### src/rtl/dcsp_pkg.sv
// Shared constants and types for the divisor count/sum/product block.
// No dependencies.
package dcsp_pkg;
   localparam int W = 30;
   localparam int EW = 60;
   localparam logic [W-1:0] MOD_C = 30'd1000000007;
   localparam logic [W-1:0] MODM1_C = 30'd1000000006;
   localparam logic [W-1:0] MODM2_C = 30'd1000000005;
   // floor(2^60 / modulus) for the Barrett reduction
   localparam logic [W:0] MU_MOD_C = 31'd1152921496;
   localparam logic [W:0] MU_MODM1_C = 31'd1152921497;

   // controller -> datapath
   typedef struct packed {
      logic load;       // capture request
      logic start;      // start the current step
      logic [3:0] step; // which step of the sequence
      logic emit;       // copy accumulators to the result, return them to one
   } cmd_type;

   typedef struct packed {
      logic done;
      logic last;
   } status_type;

   localparam logic [3:0] ST_PNUM = 4'd0; // p^(k+1)
   localparam logic [3:0] ST_PINV = 4'd1; // (p-1)^(MOD-2)
   localparam logic [3:0] ST_PPRD = 4'd2; // product^(k+1)
   localparam logic [3:0] ST_PTRI = 4'd3; // p^tri
   localparam logic [3:0] ST_PCNT = 4'd4; // (p^tri)^cexp
   localparam logic [3:0] ST_FCNT = 4'd5; // count * (k+1)
   localparam logic [3:0] ST_FGEO = 4'd6; // num * inv
   localparam logic [3:0] ST_FSUM = 4'd7; // sum * geometric term
   localparam logic [3:0] ST_FPRD = 4'd8; // product fold
   localparam logic [3:0] ST_FCEX = 4'd9; // count exponent mod MOD-1
endpackage

### src/rtl/dcsp_ctrl.sv
// Sequencer for the block: handshake and step ordering.
// Uses dcsp_pkg; drives the datapath by a command struct.
module dcsp_ctrl (
   input  logic clock,
   input  logic reset,
   input  logic req_valid,
   output logic req_stall,
   output logic rsp_valid,
   input  logic rsp_stall,
   input  dcsp_pkg::status_type status,
   output dcsp_pkg::cmd_type cmd
);
   import dcsp_pkg::*;
   localparam logic [1:0] S_IDLE = 2'd0, S_RUN = 2'd1, S_WAIT = 2'd2, S_FIN = 2'd3;
   logic [1:0] state_ff, state_in;
   logic [3:0] step_ff, step_in;
   logic out_ff, out_in;

   assign req_stall = (state_ff != S_IDLE);
   assign rsp_valid = out_ff;

   always_comb begin
      state_in = state_ff; step_in = step_ff; out_in = out_ff;
      cmd = '0; cmd.step = step_ff;
      if (out_ff && !rsp_stall) out_in = 1'b0;
      unique case (state_ff)
         S_IDLE: if (req_valid) begin
            cmd.load = 1'b1; step_in = ST_PNUM; state_in = S_RUN;
         end
         S_RUN: begin
            cmd.start = 1'b1; state_in = S_WAIT;
         end
         S_WAIT: if (status.done) begin
            if (step_ff == ST_FCEX) begin
               state_in = S_FIN;
            end else begin
               step_in = step_ff + 4'd1; state_in = S_RUN;
            end
         end
         S_FIN: begin
            // last factor: hold until the result slot is free; else return to idle
            if (!status.last) begin
               state_in = S_IDLE;
            end else if (!out_ff || !rsp_stall) begin
               cmd.emit = 1'b1; out_in = 1'b1; state_in = S_IDLE;
            end
         end
      endcase
   end

   always_ff @(posedge clock) begin
      if (reset) begin
         state_ff <= S_IDLE; step_ff <= ST_PNUM; out_ff <= 1'b0;
      end else begin
         state_ff <= state_in; step_ff <= step_in; out_ff <= out_in;
      end
   end
endmodule

### config.mk
export PLATFORM = sky130hd
export DESIGN_NAME = dcsp_ctrl
export DESIGN_NICKNAME = d
export VERILOG_FILES = /design/src/rtl/dcsp_pkg.sv /design/src/rtl/dcsp_ctrl.sv
export SDC_FILE = /design/constraint.sdc
export NUM_CORES = 1
export LEC_CHECK = 0
export ABC_AREA = 1
export ABC_CLOCK_PERIOD_IN_PS = 3150
export BUFFER_PORTS_ARGS = -buffer_cell sky130_fd_sc_hd__buf_2
export CAP_MARGIN = 20
export CORE_AREA = 10 10 47 49
export CTS_CLUSTER_SIZE = 30
export DETAILED_ROUTE_END_ITERATION = 8
export DIE_AREA = 0 0 57 59
export PLACE_DENSITY_LB_ADDON = 0.15
export SLEW_MARGIN = 25
export SYNTH_ARGS = -nofsm -noshare
export SYNTH_HDL_FRONTEND = slang
export SYNTH_SLANG_ARGS = --single-unit
### constraint.sdc
create_clock -name clock -period 3.15 [get_ports clock]
set_input_delay 0.1575 -clock clock [delete_from_list [all_inputs] [get_ports clock]]
set_output_delay 0.1575 -clock clock [all_outputs]
set_load 0.01 [all_outputs]
-- Yosys cells after proc, flatten, opt, wreduce, memory -nomap -nowiden
Index checks and enable logic that the tools add are counted.
- add/subtract/negate cells: 1
- eq/ne operators: 8
- mux-type cells: 20
- reduce and logical (&&, ||, !) cells: 9
- operators by type and width (cell ; number):
    $mux W4 ; 3
    $mux W1 ; 10
    $mux W2 ; 5
    $pmux W2 S4 ; 1
    $pmux W4 S2 ; 1
    $ne A2 B2 Y1 const B ; 3
    $add A4 B1 Y4 const B ; 1
    $eq A2 B2 Y1 const B ; 2
    $eq A4 B4 Y1 const B ; 1
    $reduce_and A4 Y1 ; 1
    $reduce_bool A2 Y1 ; 2
    $ne A3 B3 Y1 const B ; 1
    $reduce_and A3 Y1 ; 1
    $eq A2 B1 Y1 const B ; 1
    $logic_not A1 Y1 ; 2
    $logic_not A2 Y1 ; 1
    $logic_and A1 B1 Y1 ; 1
    $logic_or A1 B1 Y1 ; 1
- register bits after elaboration: 7
- input port bits: 6
- output and inout bits: 9
- logic and storage cells: 41

-- Depth between registers and ports, before layout
- depth in word-level cells: 6
- depth in mapped cells: 9
- mapped depth without buffers: 9

-- Least setup slack after synthesis
Ideal clock, no wire load.
- path kind: register to register
- start: register step_ff[1]
- end: register step_ff[3]
- library setup time: 0.113 ns
- data arrival time: 1.068 ns
- data required time: 3.037 ns
- path slack: 1.970 ns
- stages on the path, launching flop included: 9
- path buffers: 0
- clock period less this slack: 1.180 ns
- path through: dfxtp_1 -> inv_1 -> ha_1 -> nand3_1 -> nand2_2 -> nand2_4 -> nand2_4 -> nor2_1 -> nor2_1
- word-level cells in the longest chain between the ends: 4
- elaborated cells on any way between the ends: 7
- those cells by class: add/sub (1); eq/ne (2); mux (3); reduce/logical (1)
- ends and longest elaborated chain (item ; line ; source):
    start, declared ; dcsp_ctrl.sv:16 ; logic [3:0] step_ff, step_in;
    start signal, assigned ; dcsp_ctrl.sv:55 ; state_ff <= state_in; step_ff <= step_in; out_ff <= out_in;
    $add A4 B1 Y4 ; dcsp_ctrl.sv:37 ; step_in = step_ff + 4'd1; state_in = S_RUN;
    $mux W4 ; dcsp_ctrl.sv:34 ; if (step_ff == ST_FCEX) begin
    $mux W4 ; dcsp_ctrl.sv:33 ; S_WAIT: if (status.done) begin
    $pmux W4 S2 ; dcsp_ctrl.sv:26 ; unique case (state_ff)
Several ways; a longest one is shown, not always the timed one. The select of a mux whose other input is x is not followed.
A chain may end at the register's enable or synchronous reset.

==> impl_results.md <==
* Status: completed
* Routed via count at around 470
* CTS tree: yes
* Max Slew Vio Count at 0
* Antenna Cells at 0
* Post-CTS setup buffers at 0
* WL/cell at around 10 um
* Slew margin rel. at 0.852
* Setup TNS at 0 ns
* CTS Buffer Depth at 2
* Clock Latency Late Sink at approximately 0.25 ns
* CP max stage cell: dfxtp_1
* Vias in the first global route at approximately 470
* Pre-antenna DRT Iters at 2
* Reg-to-reg critical path startpoint: step_ff[1]$_SDFFE_PP0P_
* CP required at around 3.0 ns
* Power Density at 468 nW/um2
* Final period util at 0.414
* Unrepaired setup endpoints after global routing: no
* Setup violators final at 0
* Critical path class: register to primary output
* DRC at 0
* Final count of hold timing violations at 0
* Core area at 1400 um2
* Crit-path cells: nand2_1 -> nor2_1 -> inv_1 -> nor2_1 -> buf_2
* Average size of a mapped cell at between 6 and 7 um2
* H-tree depth at 1
* Die area at 3360 um2
* Worst min-delay path endpoint: rsp_valid$_SDFF_PP0_
* Final wirelength at 1.07 mm
* CTS Hold Bufs at 0
* R2R cell count at 8
* Share of cells above drive strength 1 at 0.315
* Worst path most repeated cell: nor2_1
* Multi-input gate area at between 200 and 300 um2
* Largest net degree at the start of global routing at 7
* # fillers at around 170
* Cell Area, Synth at approximately 450 um2
* Final #Nets at 98
* Final cell count without fillers at 105
* Grt total ovfl at 0
* Drt initial violations at 2
* Max Cap Viol at 0
* Antenna violations before repair at 0
* Layout area overhead at 25.8%
* Reg2Reg Setup Slack at roughly 1.9 ns
* Number of port buffers at 14
* Hold path cells at 2
* Max VDD drop at roughly 0.00023 V
* Delay-heaviest family, CP: flip-flops
* Crit Reg-Reg Endpoint: step_ff[3]$_SDFFE_PP0P_
* Final worst clock skew at between 0.002 and 0.0025 ns
* Clock Pin Slew Worst Setup and Hold Paths at roughly 0.050 ns
* HP Class: primary input to register
* Critical path startpoint category: register
* Post-CTS sizing at 0
* DP Wirelength at slightly above 900 um
* Clk root buf: clkbuf_4
* Fmax at about 770 MHz
* Sequential share of the synthesized area at 0.311
* Antenna viol nets, final at 0
* Vias per cell at around 4.4
* GPL Wtd Cong at 0.688
* CTS Sinks at 7
* Die X at between 50 and 60 um
* Crit-path max cell delay at ~0.4 ns
* CTS Buf Count at 3
* First-pass GRT wire length at between 1.5 and 2 mm
* Hold Crit Start: reset
* GRT Resource Usage Total at 0.0674
* Yosys cell types at 15
* Pleak at 0.000302 uW
* Crit path launch: state_ff[1]$_SDFFE_PP0P_
* Crit path max fanout at 5
* Fin crit period at ~1.3 ns
* Initial Util at 0.321
* Placed Cells at 101
* Least-Margin Pin Slew at between 0.2 and 0.25 ns
* Synth warnings at 0
* Syn nets at 79
* Num rows at 14
* Syn Inst Count at about 70
* Die H at around 59 um
* Worst Path Buf+Inv at 2
* I/O pins at 15
* Storage cell area at between 100 and 150 um2
* Worst setup EP type: primary output
* Seq cells post-synth at 7
* Arrival time at the worst endpoint at ~1.2 ns
* Leading cell types in the layout, fill and taps excluded: nand2_1 (14), buf_2 (14), nor2_1 (13), inv_1 (12), dfxtp_1 (7)
synthesized netlist by cell type, drive strengths merged:
master,number,area [um2]
nand3,6,30.0
nand2,21,106
nand4,1,6.26
a21oi,3,15.0
nor2,14,55.1
ha,2,25.0
a31oi,1,6.26
dfxtp,7,140
a211oi,1,7.51
inv,15,58.8
kinds of logic (layout without fill, tap and decap cells):
| group | after synthesis | in the layout | share of synthesized area |
|---|---|---|---|
| buffers and inverters | 15 | 33 | 0.131 |
| flip-flops | 7 | 7 | 0.311 |
| AND/OR/NAND/NOR | 42 | 42 | 0.439 |
| adder cells (fa/ha/maj) | 2 | 2 | 0.0555 |
| AO/OA/AOI/OAI | 5 | 5 | 0.0639 |
final cells by class:
type                       instances  area share
inverter                          15       0.104
tap                               16      0.0353
sequential                         7       0.247
multi-input combinational         49       0.444
timing repair buffer              14       0.124
clock buffer                       4      0.0464
worst reg2reg max path, delay by kind of cell (launching register included):
family / cells / cell delay [ns]
simple gates: 6 / 0.51
flops: 1 / 0.40
fa+ha+maj: 1 / 0.17
buf+inv: 1 / 0.06
metrics by stage:
stage	instance area (um2)	setup slack [ns]	hold slack [ns]	power (uW)	utilization
floorplan	450	1.97	0.227	162	-
global placement	541	1.93	0.387	186	0.386
detailed placement	541	1.91	0.393	186	0.386
CTS	567	1.82	0.119	272	0.404
global route	567	1.71	0.135	287	0.404
finish	567	1.85	0.126	265	0.404
registers in the layout, indices dropped and copies added, names as in the netlist:
register   cells
step_ff        4
rsp_valid      1
state_ff       2
power by group:
part	internal (uW)	switching, uW
Sequential	95.6	7.56
Clock	48.4	34.1
Combinational	29.1	50.4
how the worst max path moves through the flow:
stage	slack [ns]	cells after the start	to
5_1_grt	1.71	5	cmd[0]
6_report	1.85	5	cmd[0]
2_1_floorplan	1.97	8	step_ff[3]$_SDFFE_PP0P_
3_3_place_gp	1.93	8	step_ff[3]$_SDFFE_PP0P_
4_1_cts	1.82	5	cmd[0]
3_5_place_dp	1.91	8	step_ff[3]$_SDFFE_PP0P_
per-layer routing:
layer	global-route usage	up-vias	part of all wire
met5	0	-	0
met4	0.0302	0	0
met3	0.0279	0	0.065
met2	0.119	10	0.49
met1	0.0677	204	0.45
li1	-	251	-
Note: power is estimated with default switching activity, not from simulation.
